--- src/sv/assert_macros.svh ---
// Assertion macros shared by the run-length encoder RTL.
`ifndef ASSERT_MACROS_SVH
`define ASSERT_MACROS_SVH

// Check a property on every clock edge, skipped while reset is applied.
`define SCRL_ASSERT(lbl, prop, msg) \
  lbl: assert property (@(posedge clk_i) disable iff (!rst_ni) (prop)) else $error(msg);

// Check a property on every clock edge, reset included.
`define SCRL_ASSERT_ALWAYS(lbl, prop, msg) \
  lbl: assert property (@(posedge clk_i) (prop)) else $error(msg);

`endif

--- src/sv/scrl_pkg.sv ---
// Shared widths, limits and plan type for the sparse column run-length encoder.
`default_nettype none

package scrl_pkg;

  localparam int unsigned RowW = 20;
  localparam int unsigned LenW = 21;
  localparam int unsigned ValW = 64;
  localparam int unsigned PosW = 32;

  // Largest legal row count per column
  localparam logic [LenW-1:0] MaxRows = LenW'(1048576);

  // Input item kinds
  localparam logic KindEntry  = 1'b0;
  localparam logic KindColEnd = 1'b1;

  // Triples one item produces: optional zero run, optional value run
  typedef struct packed {
    logic            has_zero;
    logic [RowW-1:0] zero_start;
    logic [LenW-1:0] zero_len;
    logic            has_val;
  } plan_t;

endpackage

`default_nettype wire

--- src/sv/scrl_plan.sv ---
// Works out the zero run and value run that one request produces.
`default_nettype none

module scrl_plan
  import scrl_pkg::*;
(
  input  logic            kind_i,
  input  logic [RowW-1:0] row_i,
  input  logic [RowW-1:0] prev_row_i,
  input  logic            entry_seen_i,
  input  logic [LenW-1:0] row_count_i,
  output plan_t           plan_o
);

  logic [LenW-1:0] row_ext;
  logic [LenW-1:0] next_row;

  assign row_ext  = LenW'(row_i);
  assign next_row = LenW'(prev_row_i) + LenW'(1);

  // Pick the run that fills the gap before the entry or after the column
  always_comb begin
    plan_o = '0;
    if (kind_i == KindEntry) begin
      plan_o.has_val = 1'b1;
      if (!entry_seen_i) begin
        plan_o.has_zero   = (row_i != '0);
        plan_o.zero_start = '0;
        plan_o.zero_len   = row_ext;
      end else begin
        plan_o.has_zero   = (row_ext > next_row);
        plan_o.zero_start = next_row[RowW-1:0];
        plan_o.zero_len   = row_ext - next_row;
      end
    end else begin
      if (!entry_seen_i) begin
        plan_o.has_zero   = 1'b1;
        plan_o.zero_start = '0;
        plan_o.zero_len   = row_count_i;
      end else begin
        plan_o.has_zero   = (next_row < row_count_i);
        plan_o.zero_start = next_row[RowW-1:0];
        plan_o.zero_len   = row_count_i - next_row;
      end
    end
  end

endmodule

`default_nettype wire

--- src/sv/sparse_column_to_run_length_top.sv ---
// Top level of the sparse column run-length encoder.
//
//   port group    dir   handshake                payload
//   in_*          in    in_valid_i / in_stall_o  kind_i, row_i, value_i
//   out_*         out   out_valid_o / out_stall_i run_value_o, run_start_o,
//                                                run_length_o, position_o,
//                                                first_of_column_o, last_o
//   cfg_*         in    cfg_we_i                 cfg_wdata_i (row count)
//
// A request stays in the input register until every triple it yields is sent:
// an entry after a gap yields a zero run and then its value run, any other entry
// only its value run; a column end yields at most a zero run, or nothing.
// The single output register gives at most one triple per cycle, which sets the rate.
// Reset clears the column state, the position count and sets the row count to one.
// A stalled output holds the triple and backs up into the input register.
`default_nettype none
`include "assert_macros.svh"

module sparse_column_to_run_length_top
  import scrl_pkg::*;
(
  input  logic            clk_i,
  input  logic            rst_ni,
  input  logic            cfg_we_i,
  input  logic [LenW-1:0] cfg_wdata_i,
  input  logic            in_valid_i,
  output logic            in_stall_o,
  input  logic            kind_i,
  input  logic [RowW-1:0] row_i,
  input  logic [ValW-1:0] value_i,
  output logic            out_valid_o,
  input  logic            out_stall_i,
  output logic [ValW-1:0] run_value_o,
  output logic [RowW-1:0] run_start_o,
  output logic [LenW-1:0] run_length_o,
  output logic [PosW-1:0] position_o,
  output logic            first_of_column_o,
  output logic            last_o
);

  logic [LenW-1:0] row_count_q;
  logic            in_valid_q;
  logic            kind_q;
  logic [RowW-1:0] row_q;
  logic [ValW-1:0] value_q;
  logic            phase_q, phase_d;
  logic [RowW-1:0] prev_row_q;
  logic            entry_seen_q;
  logic [PosW-1:0] count_q;
  logic            col_pending_q;
  logic            out_valid_q;
  logic [ValW-1:0] run_value_q;
  logic [RowW-1:0] run_start_q;
  logic [LenW-1:0] run_length_q;
  logic [PosW-1:0] position_q;
  logic            first_q;
  logic            last_q;

  plan_t           plan;
  logic            emit_zero;
  logic            has_triple;
  logic            cur_last;
  logic            out_ready;
  logic            emit_fire;
  logic            done;
  logic            in_accept;

  scrl_plan u_plan (
    .kind_i       (kind_q),
    .row_i        (row_q),
    .prev_row_i   (prev_row_q),
    .entry_seen_i (entry_seen_q),
    .row_count_i  (row_count_q),
    .plan_o       (plan)
  );

  // Choose the triple to send this cycle
  assign emit_zero  = !phase_q && plan.has_zero;
  assign has_triple = emit_zero || plan.has_val;
  assign cur_last   = !(emit_zero && plan.has_val);
  assign out_ready  = !out_valid_q || !out_stall_i;
  assign emit_fire  = in_valid_q && has_triple && out_ready;
  assign done       = in_valid_q && (!has_triple || (out_ready && cur_last));
  assign in_stall_o = in_valid_q && !done;
  assign in_accept  = in_valid_i && !in_stall_o;

  always_comb begin
    phase_d = phase_q;
    if (done) begin
      phase_d = 1'b0;
    end else if (emit_fire) begin
      phase_d = 1'b1;
    end
  end

  // Store the clamped row count
  always_ff @(posedge clk_i or negedge rst_ni) begin
    if (!rst_ni) begin
      row_count_q <= LenW'(1);
    end else if (cfg_we_i) begin
      if (cfg_wdata_i == '0) begin
        row_count_q <= LenW'(1);
      end else if (cfg_wdata_i > MaxRows) begin
        row_count_q <= MaxRows;
      end else begin
        row_count_q <= cfg_wdata_i;
      end
    end
  end

  // Hold the current request and its progress
  always_ff @(posedge clk_i or negedge rst_ni) begin
    if (!rst_ni) begin
      in_valid_q <= 1'b0;
      phase_q    <= 1'b0;
    end else begin
      phase_q <= phase_d;
      if (in_accept) begin
        in_valid_q <= 1'b1;
      end else if (done) begin
        in_valid_q <= 1'b0;
      end
    end
  end

  always_ff @(posedge clk_i) begin
    if (in_accept) begin
      kind_q  <= kind_i;
      row_q   <= row_i;
      value_q <= value_i;
    end
  end

  // Advance the column state when a request completes
  always_ff @(posedge clk_i or negedge rst_ni) begin
    if (!rst_ni) begin
      prev_row_q   <= '0;
      entry_seen_q <= 1'b0;
    end else if (done) begin
      if (kind_q == KindEntry) begin
        prev_row_q   <= row_q;
        entry_seen_q <= 1'b1;
      end else begin
        entry_seen_q <= 1'b0;
      end
    end
  end

  // Count triples, saturate, and track the column opening
  always_ff @(posedge clk_i or negedge rst_ni) begin
    if (!rst_ni) begin
      count_q       <= '0;
      col_pending_q <= 1'b1;
    end else begin
      if (emit_fire && (count_q != '1)) begin
        count_q <= count_q + PosW'(1);
      end
      if (done && (kind_q == KindColEnd)) begin
        col_pending_q <= 1'b1;
      end else if (emit_fire) begin
        col_pending_q <= 1'b0;
      end
    end
  end

  // Load the output register, drop it once taken
  always_ff @(posedge clk_i or negedge rst_ni) begin
    if (!rst_ni) begin
      out_valid_q <= 1'b0;
    end else if (emit_fire) begin
      out_valid_q <= 1'b1;
    end else if (!out_stall_i) begin
      out_valid_q <= 1'b0;
    end
  end

  always_ff @(posedge clk_i) begin
    if (emit_fire) begin
      if (emit_zero) begin
        run_value_q  <= '0;
        run_start_q  <= plan.zero_start;
        run_length_q <= plan.zero_len;
      end else begin
        run_value_q  <= value_q;
        run_start_q  <= row_q;
        run_length_q <= LenW'(1);
      end
      position_q <= count_q;
      first_q    <= col_pending_q;
      last_q     <= cur_last;
    end
  end

  assign out_valid_o       = out_valid_q;
  assign run_value_o       = run_value_q;
  assign run_start_o       = run_start_q;
  assign run_length_o      = run_length_q;
  assign position_o        = position_q;
  assign first_of_column_o = first_q;
  assign last_o            = last_q;

  // Second phase only for an entry that still owes its value run
  `SCRL_ASSERT(a_phase_entry, phase_q |-> (in_valid_q && (kind_q == KindEntry)), "phase without entry")
  // Only a zero run can precede another triple of the same request
  `SCRL_ASSERT(a_mid_zero, (out_valid_q && !last_q) |-> (run_value_q == '0), "nonzero early triple")
  // No run is empty
  `SCRL_ASSERT(a_len_nz, out_valid_q |-> (run_length_q != '0), "empty run")
  // Row count stays in its legal range
  `SCRL_ASSERT(a_rc_range, (row_count_q != '0) && (row_count_q <= MaxRows), "row count out of range")

endmodule

`default_nettype wire
--- config.mk ---
export PLATFORM = sky130hd
export DESIGN_NAME = sparse_column_to_run_length_top
export DESIGN_NICKNAME = d
export VERILOG_FILES = /design/src/sv/scrl_pkg.sv /design/src/sv/scrl_plan.sv /design/src/sv/sparse_column_to_run_length_top.sv
export VERILOG_INCLUDE_DIRS = /design/src /design/src/sv
export SDC_FILE = /design/constraint.sdc
export NUM_CORES = 1
export LEC_CHECK = 0
export BUFFER_PORTS_ARGS = -buffer_cell sky130_fd_sc_hd__clkbuf_2
export CORE_ASPECT_RATIO = 1.25
export CORE_UTILIZATION = 56
export DETAILED_ROUTE_END_ITERATION = 8
export GPL_ROUTABILITY_DRIVEN = 0
export PLACE_DENSITY = 0.84
export SYNTH_ARGS = -nofsm -noshare
export SYNTH_HDL_FRONTEND = slang
export SYNTH_SLANG_ARGS = --single-unit
--- constraint.sdc ---
create_clock -name clk_i -period 7.3 [get_ports clk_i]
set_clock_uncertainty 0.1 [all_clocks]
set_input_delay 0 -clock clk_i [delete_from_list [all_inputs] [get_ports clk_i]]
set_output_delay 0 -clock clk_i [all_outputs]
set_load 0.01 [all_outputs]
==> flow_summary.yaml, run 1 <==
cts:
  cts_setup_buffers: 0
  clk_latency_ps: 560
  ctsHtreeMaxLevel: 1
  clkSlewWorstSetupHoldPaths_ps: 70
  cts_buffer_depth: 3
  clock_sinks: 302
  cts-resized-gates: 0
  cts_tree: "done"
  ctsRootBufferMaster: "clkbuf_16"
  ctsHoldBuffers: 133
  numCtsBuffers: 28
finish:
  drive_above_1_share_pct: 22.3
  utilization_pct: 71.7
  stdcell_area_mm2: 0.0181
  multi_input_area_mm2: 0.00522
  ff_latch_area_mm2: 0.00868
  n_fill_cell: 1720
  layout.nets: 1669
  diodes: 0
  area.growth.synth_to_final_pct: 26.2
grt:
  grt_overflow: 0
  grt_usage_pct: 27.3
  grt_pass1_wl_um: 55700
  antenna_found_initial: 0
  grt_max_degree: 106
  grt_pass1_vias: 10282
sta:
  final_max_slew_viol_count: 0
  relSlewSlack_pct: 25.8
  rsz0062_at_grt: "no"
  setup_tns_ps: 0
  worst_slack_ps: 1540
  setup_violations: 0
  fmax_mhz: 174
  finalHoldViolCount: 0
  fin_crit_ps: 5760
  tightest_slew_ps: 1110
  layout_worst_path_cycle_share_pct: 78.9
critical_path:
  cp-end-kind: "flip-flop"
  worstPathArrival_ps: 5850
  startpoint_type: "flip-flop"
  crit_path_top_delay_cell: "inv_6"
  max_stage_delay_ps: 760
  worstSetupPathType: "flip-flop to flip-flop"
  critical_path.cell_chain: "nand4_1 > nor3_1 > nand2_1 > xor2_1 > ha_1 > and2_1 > nand2_1 > o21ai_0 > a21oi_1 > o2bb2ai_1 > a31oi_1 > o31a_1 > a221oi_4 > o21ai_2 > inv_6 > buf_4"
  path_max_fanout: 105
  cp.required_ps: 7390
  crit_top_cell: "nand2_1"
floorplan:
  die_x_um: 145
  fp.coreArea_mm2: 0.0252
  initial_core_util_pct: 56.8
  ios: 252
  dieHeight_um: 181
  dieArea_mm2: 0.0262
  fp-row-count: 65
drt:
  via_count: 10665
  ant_nets: 0
  drt-pass1-iter-count: 6
  post_drt_via_cell_ratio: 5.65
  routed_wl_um: 35700
  drt_iter0_markers: 940
  routedWlPerCell_um: 18.9
  drc: 0
synth:
  synthFlopType: "edfxtp_1"
  seq_area_frac_synth_pct: 60.6
  syn_area_mm2: 0.0143
  synth_cells: 1165
  synth_area_leaders: "edfxtp_1 (47%), dfrtp_1 (13%), xnor2_1 (3.4%)"
  synth-seq-cells: 302
  synth_warnings: 0
  yosysTopAreaCell: "edfxtp_1"
  avgSynthCellArea_um2: 12.3
  ys_types: 84
  async_reset_ff_share_pct: 25.8
  syn_nets: 1302
  synth-edff-count: 224
  synth_top_area_share_pct: 46.9
pwr:
  p_leak_nw: 7.41
  power_density_mw_per_mm2: 420
  ir_drop_mv: 0.256
  power.total_mw: 7.60
status:
  status: "finished, final reports clean"
flow_run:
  drv_cap: 0
place:
  placed_area_mm2: 0.0159
  place_ws_ps: 1610
  post-dp-hpwl_um: 23500
  portBuffers: 251
hold_path:
  min_path_type: "input port to async pin"
cells in the final DEF, fill, tap and decap left out, types with 16 or more instances in the layout:
cell,instances
a21oi_1,34
and2_1,74
clkbuf_16,28
clkbuf_2,250
dfrtp_1,76
dlygate4sd3_1,133
edfxtp_1,224
ha_1,24
inv_1,50
maj3_1,17
mux2_1,16
nand2_1,102
nand3_1,29
nor2_1,52
nor3_1,32
nor4_1,22
o21ai_0,45
o31ai_1,22
xnor2_1,55
xor2_1,48
stage by stage:
stage                     std cells  hold WS (ps)
after floorplan                1165          -396
after global placement         1704          77.3
after detailed placement       1704          78.6
after CTS                      1889          40.5
after global routing           1889          46.6
final                          1889          15.1
cells in the mapped netlist, types with 4 or more instances:
cell type	n
a221oi_1	8
o21ai_0	45
xor2_1	48
nand4_1	9
nor2b_1	7
nand2_1	102
mux2i_1	4
nand2b_1	8
mux2_1	16
buf_1	7
o31ai_1	22
a211o_1	4
mux2_2	4
a21o_1	8
maj3_1	17
a31oi_1	8
buf_2	10
o21a_1	8
a21oi_1	34
and2_1	75
xnor2_1	55
dfrtp_1	76
a31o_2	4
clkbuf_1	36
nand3_1	29
nor3b_1	6
nand3b_1	4
ha_1	24
nor4_1	22
or2_2	6
edfxtp_1	224
nor3_1	32
and3_1	15
mux4_2	5
inv_1	51
nor2_1	52
a211oi_1	14
state kept, by name (all words and copies together) (netlist names):
name	count
col_pending_q	1
count_q	32
entry_seen_q	1
first_of_column_o	1
in_valid_q	1
kind_q	1
last_o	1
out_valid_o	1
phase_q	1
position_o	32
prev_row_q	20
row_count_q	21
row_q	20
run_length_o	21
run_start_o	20
run_value_o	64
value_q	64
final timing paths:
| path | end | slack (ps) | from | cells after the start |
|---|---|---|---|---|
| setup reg to reg | run_value_o[24] | 1540 | prev_row_q[7] | 16 |
| max in group asynchronous | count_q[28] | 6380 | rst_ni | 2 |
| hold / removal | row_count_q[1] | 20 | rst_ni | 2 |
| hold reg to reg | position_o[20] | 350 | count_q[20] | 0 |
| min in group clk_i | row_q[9] | 60 | row_i[9] | 2 |
| setup / recovery | run_value_o[24] | 1540 | prev_row_q[7] | 16 |
cell families (layout without fill, tap and decap cells):
family,after synthesis,in the layout,synth area share (%)
simple gates,385,385,14.1
flops,302,302,60.6
compound gates,191,191,9.27
buf+inv,109,498,3.07
xor+xnor,106,106,6.76
fa+ha+maj,43,43,3.56
mux,29,29,2.64
per-layer routing:
layer | routed length, µm | track usage (%)
met5 | 0 | 0
met3 | 2570 | 3.76
met4 | 1350 | 9.73
met1 | 13700 | 34.6
met2 | 18100 | 48.1
worst max-delay path, delay by kind of cell (launching register included):
kind	cells	cell delay (ps)
adder cells (fa/ha/maj)	1	370
buffers and inverters	2	1290
AND/OR/NAND/NOR	5	1030
flip-flops	1	470
AO/OA/AOI/OAI	7	1850
XOR/XNOR	1	200
power by group:
group	leakage (nW)	internal, mW	switching (mW)
Sequential	3.13	2.65	0.332
Clock	0.433	0.789	0.629
Combinational	3.84	1.26	1.94
cell type report:
cell class	instances	share of cell area (%)
Sequential cell	302	48.0
Multi-Input combinational cell	754	28.9
Timing Repair Buffer	394	14.8
Clock buffer	35	4.08
Tap cell	335	2.32
Inverter	52	1.11
Clock inverter	17	0.830
No activity file was read; power rests on OpenSTA's default activity.
==> run 2, diff against run 1 <==
Settings changed: ABC_AREA set to 1, CORE_UTILIZATION 56 to 57, PLACE_DENSITY 0.84 to 0.85.
Clock period 7.3 ns to 6.04 ns, I/O delays scaled along.
==> run 2 against run 1 <==
Net effect: wire length rose by 20%; global-route usage rose by 4.4 points; flip-flop and latch count unchanged; largest cell class unchanged; sequential power grew 15%; combinational power is 8.5% higher; clock power is 13% higher.
==> flow_summary.yaml, run 2 <==
status:
  status: "finished, final reports clean"
floorplan:
  ios: 252
  initial_core_util_pct: 58.2
  dieHeight_um: 184
  dieArea_mm2: 0.0272
  die_x_um: 148
  fp.coreArea_mm2: 0.0260
  fp-row-count: 66
sta:
  layout_worst_path_cycle_share_pct: 80.5
  rsz0062_at_grt: "no"
  final_max_slew_viol_count: 0
  tightest_slew_ps: 1250
  setup_tns_ps: 0
  setup_violations: 0
  finalHoldViolCount: 0
  fin_crit_ps: 4860
  relSlewSlack_pct: 16.6
  fmax_mhz: 206
critical_path:
  max_stage_delay_ps: 770
  worstPathArrival_ps: 5190
  critPathBufInv: 3
  crit_cells: 20
  crit_top_cell: "nor2_1"
  cp-end-kind: "flip-flop"
  ff2ff_path_depth: 20
  path_max_fanout: 41
  worstSetupPathType: "flip-flop to flip-flop"
  r2r_slack_ps: 1180
  critical_path.cell_chain: "ha_1 > inv_1 > nor2_1 > nand2_1 > nand3b_1 > nor2_1 > xnor2_1 > ha_1 > inv_1 > o21ai_0 > nor2_1 > nor2_1 > nor2_1 > nand2_1 > nand2_1 > a21oi_2 > nand2_2 > buf_4 > nand4_2 > o21ai_0"
  cp.required_ps: 6370
  crit_path_top_delay_cell: "nand4_2"
  startpoint_type: "flip-flop"
  crit_family: "simple AND/OR/NAND/NOR gates"
drt:
  via_count: 13521
  routedWlPerCell_um: 18.0
  drc: 0
  routed_wl_um: 42700
  ant_nets: 0
  drt_iter0_markers: 1286
  drt-pass1-iter-count: 6
  post_drt_via_cell_ratio: 5.72
cts:
  cts_buffer_depth: 3
  cts_setup_buffers: 0
  ctsHtreeMaxLevel: 1
  cts-resized-gates: 0
  ctsRootBufferMaster: "clkbuf_16"
  clkSlewWorstSetupHoldPaths_ps: 60
  clock_sinks: 302
  cts_tree: "done"
  numCtsBuffers: 28
  clk_latency_ps: 560
synth:
  yosysTopAreaCell: "edfxtp_1"
  syn_area_mm2: 0.0151
  synth_cells: 1627
  seq_area_frac_synth_pct: 57.4
  synthTopCellsByCount: "nand2_1 (372), edfxtp_1 (224), inv_1 (202)"
  synth-seq-cells: 302
  ys_types: 48
  synth_warnings: 0
  async_reset_ff_share_pct: 25.8
  yosysMostFrequentCell: "nand2_1"
  synth_top_area_share_pct: 44.5
  synthFlopType: "edfxtp_1"
  avgSynthCellArea_um2: 9.30
  synth-edff-count: 224
  synth_area_leaders: "edfxtp_1 (44%), dfrtp_1 (13%), nand2_1 (9.2%)"
  syn_nets: 1764
finish:
  fin_cells: 2365
  drive_above_1_share_pct: 17.4
  final_cell_mix: "nand2_1 (372), clkbuf_2 (250), edfxtp_1 (224)"
  stdcell_area_mm2: 0.0189
  layout.nets: 2140
  final_common_cell: "nand2_1"
  area.growth.synth_to_final_pct: 24.8
place:
  portBuffers: 251
  dp.cells: 2174
  post-dp-hpwl_um: 28400
  placed_area_mm2: 0.0167
pwr:
  p_leak_nw: 8.61
  power_density_mw_per_mm2: 451
  ir_drop_mv: 0.285
grt:
  antenna_found_initial: 0
  grt_pass1_wl_um: 67100
  grt_pass1_vias: 13055
  grt_usage_pct: 31.7
  grt_overflow: 0
  grt_max_degree: 90
flow_run:
  drv_cap: 0
hold_path:
  min_path_type: "input port to async pin"
## run 2: where the power goes
| part | internal [mW] | leakage, nW | switching, mW |
|---|---|---|---|
| logic | 1.08 | 5.01 | 2.38 |
| clock network | 0.854 | 0.396 | 0.761 |
| registers | 3.09 | 3.20 | 0.337 |
| total | 5.03 | 8.61 | 3.48 |
## run 2: kinds of logic (layout without fill, tap and decap cells)
| family | after synthesis | after routing | synth area share [%] |
|---|---|---|---|
| compound gates | 225 | 225 | 8.53 |
| xor+xnor | 55 | 55 | 3.18 |
| fa+ha+maj | 26 | 26 | 2.25 |
| buf+inv | 263 | 660 | 6.91 |
| flops | 302 | 302 | 57.4 |
| other cells | 0 | 1 | 0 |
| simple gates | 756 | 756 | 21.7 |
## run 2: final cells by class
| cell class | count | area [µm²] |
|---|---|---|
| diodes | 1 | 2.50 |
| repair buffers | 399 | 2740 |
| clock inverters | 18 | 109 |
| fillers | 1780 | 7130 |
| multi-input cells | 1062 | 5400 |
| flip-flops and latches | 302 | 8680 |
| clock buffers | 33 | 719 |
| inverters | 210 | 798 |
| well taps | 340 | 425 |
## run 2: repair_timing
item | in CTS | in global routing
hold buffers | 139 | 0
endpoints found under the hold margin | 216 | 0
endpoints found under the setup margin | 0 | 0
## run 2: stage by stage
| stage | setup WS, ps | hold slack [ps] | total power [mW] | utilization, % |
|---|---|---|---|---|
| after floorplan | 759 | -396 | 5.64 | - |
| after global placement | 1490 | 77.9 | 6.58 | 64.0 |
| after detailed placement | 1310 | 78.8 | 6.70 | 64.0 |
| after CTS | 1300 | 3.22 | 8.39 | 72.6 |
| after global routing | 793 | 50.3 | 8.99 | 72.6 |
| final | 1180 | 25.2 | 8.51 | 72.6 |
## run 2: worst paths after layout
check,startpoint,endpoint
worst max-delay path,prev_row_q[0],prev_row_q[6]
worst min-delay path,rst_ni,count_q[15]
worst max register to register,prev_row_q[0],prev_row_q[6]
worst min register to register,col_pending_q,col_pending_q
max in group asynchronous,rst_ni,prev_row_q[7]
min in group clk_i,cfg_we_i,row_count_q[17]
## run 2: metal layers
metal | vias up | global-route usage (%) | share of wire (%)
li1 | 6241 | - | -
met1 | 6220 | 39.5 | 37
met2 | 889 | 54.3 | 48
met3 | 171 | 4.28 | 9.5
met4 | 0 | 15.9 | 5.5
met5 | - | 0 | 0
==> run 3, diff against run 2 <==
Clock period 6.04 ns to 4.8 ns, I/O delays scaled along.
==> run 3 against run 2 <==
Net effect: via count increased by 0.85%; flip-flop and latch count did not move; hold slack better by 19 ps; cell area is 2.4% higher; largest power group unchanged; highest routed layer unchanged.
==> flow_summary.yaml, run 3 (synthesized netlist as in run 2, its figures left out) <==
status:
  status: "finished, final reports clean"
critical_path:
  worstPathArrival_ps: 4650
  ff2ff_path_depth: 21
  cp.required_ps: 4960
  startpoint_type: "flip-flop"
  critical_path.cell_chain: "inv_2 > nor2_4 > nand2_2 > clkinv_1 > nand2_1 > nor2_1 > xor2_1 > inv_1 > ha_1 > inv_1 > nor2_1 > nand2_1 > nor2_1 > nand3_1 > nand3_1 > nand2_1 > nand2_2 > nand2_2 > buf_4 > inv_6 > o21ai_0"
  cp-end-kind: "flip-flop"
  max_stage_delay_ps: 530
  crit_family: "simple AND/OR/NAND/NOR gates"
  worstSetupPathType: "flip-flop to flip-flop"
  critPathBufInv: 6
  crit_path_top_delay_cell: "inv_6"
  crit_cells: 21
  path_max_fanout: 89
place:
  portBuffers: 251
  place_ws_ps: 226
  post-dp-hpwl_um: 29300
drt:
  routedWlPerCell_um: 18.2
  post_drt_via_cell_ratio: 5.72
  drt_iter0_markers: 1682
  via_count: 13636
  ant_nets: 0
  drc: 0
  routed_wl_um: 43300
  drt-pass1-iter-count: 7
grt:
  grt_overflow: 0
  antenna_found_initial: 0
  grt_pass1_vias: 13129
  grt_usage_pct: 31.8
  grt_pass1_wl_um: 67200
  grt_max_degree: 90
floorplan:
  dieArea_mm2: 0.0272
  dieHeight_um: 184
  fp.coreArea_mm2: 0.0260
  initial_core_util_pct: 58.2
  ios: 252
  fp-row-count: 66
  die_x_um: 148
cts:
  cts_tree: "done"
  clkSlewWorstSetupHoldPaths_ps: 70
  clk_latency_ps: 560
  cts_buffer_depth: 3
  clock_sinks: 302
  ctsRootBufferMaster: "clkbuf_16"
  numCtsBuffers: 28
  ctsHtreeMaxLevel: 1
sta:
  relSlewSlack_pct: 25.9
  rsz0062_at_grt: "no"
  finalHoldViolCount: 0
  fmax_mhz: 223
  whs_ps: 44.7
  fin_crit_ps: 4490
  final_max_slew_viol_count: 0
  worst_slack_ps: 308
  setup_tns_ps: 0
  layout_worst_path_cycle_share_pct: 93.6
  setup_violations: 0
  tightest_slew_ps: 1110
pwr:
  ir_drop_mv: 0.334
  p_leak_nw: 8.82
  switchingPower_mw: 4.45
  power.internal_mw: 6.83
  power_density_mw_per_mm2: 584
  power.total_mw: 11.3
  p_sw_share_pct: 39.5
  p_seq_share_pct: 38.2
  p_clk_share_pct: 22.0
  pwr-share-comb_pct: 39.9
finish:
  drive_above_1_share_pct: 18.6
  final_common_cell: "nand2_1"
  area.growth.synth_to_final_pct: 27.8
  final_cell_mix: "nand2_1 (371), clkbuf_2 (250), edfxtp_1 (224)"
  diodes: 0
  layout.nets: 2157
hold_path:
  hold_depth: 2
  min_path_type: "input port to flip-flop"
flow_run:
  drv_cap: 0
run 3: changes by cell type in the layout (fill, tap and decap cells not counted), moves of 3 or more:
cell	previous run	this run
buf_4	8	19
clkbuf_8	0	3
bufinv_16	0	6
clkinvlp_4	6	3
clkinv_2	9	4
buf_12	2	5
dlygate4sd3_1	139	142
run 3: worst paths after layout:
path | start | to | slack (ps)
setup / recovery | prev_row_q[0] | run_start_o[7] | 310
hold / removal | row_i[2] | row_q[2] | 40
setup reg to reg | prev_row_q[0] | run_start_o[7] | 310
hold reg to reg | col_pending_q | col_pending_q | 390
max in group asynchronous | rst_ni | prev_row_q[0] | 3580
min in group asynchronous | rst_ni | row_count_q[0] | 420
run 3: worst reg2reg max path, cell delays in order, from the launching register on:
cell and delay, ps:
dfrtp_2 470, inv_2 100, nor2_4 230, nand2_2 130, clkinv_1 110, nand2_1 110, nor2_1 170, xor2_1 210
inv_1 110, ha_1 350, inv_1 70, nor2_1 190, nand2_1 120, nor2_1 170, nand3_1 90, nand3_1 100
nand2_1 80, nand2_2 90, nand2_2 70, buf_4 300, inv_6 540, o21ai_0 290
run 3: layout make-up:
type	instances	area, µm²
tap	340	425
clock inverter	16	236
timing repair buffer	416	2920
fill	1734	6680
inverter	210	801
sequential	302	8680
clock buffer	36	803
multi-input combinational	1062	5460
run 3: per-stage QoR:
stage	cell area (µm²)	std cells	util [%]
final	19300	2382	74.3
after global routing	19300	2382	74.3
after CTS	19300	2379	74.1
after detailed placement	16800	2184	64.6
after global placement	16800	2184	64.6
after floorplan	15200	1627	-
run 3: per-layer routing:
metal / vias to the layer above / track usage [%] / routed length, µm
met4: 0 / 15.5 / 2290
met3: 172 / 5.77 / 4350
li1: 6277 / - / -
met2: 914 / 53.5 / 20700
met5: - / 0 / 0
met1: 6273 / 39.7 / 16000
run 3: timing repair:
action                     in CTS  in global routing
hold endpoints to repair      184                  0
gates resized for setup         0                  1
buffers inserted                0                  3
setup endpoints to repair       0                 97
hold buffers                  143                  0
run 3: power groups by stage:
stage | clock, mW | combinational [mW] | sequential [mW]
5_1_grt | 2.62 | 4.89 | 4.38
2_1_floorplan | 0 | 2.57 | 4.56
6_report | 2.48 | 4.50 | 4.31
4_1_cts | 2.50 | 4.36 | 4.29
3_5_place_dp | 0 | 4.24 | 4.33
3_3_place_gp | 0 | 4.09 | 4.30
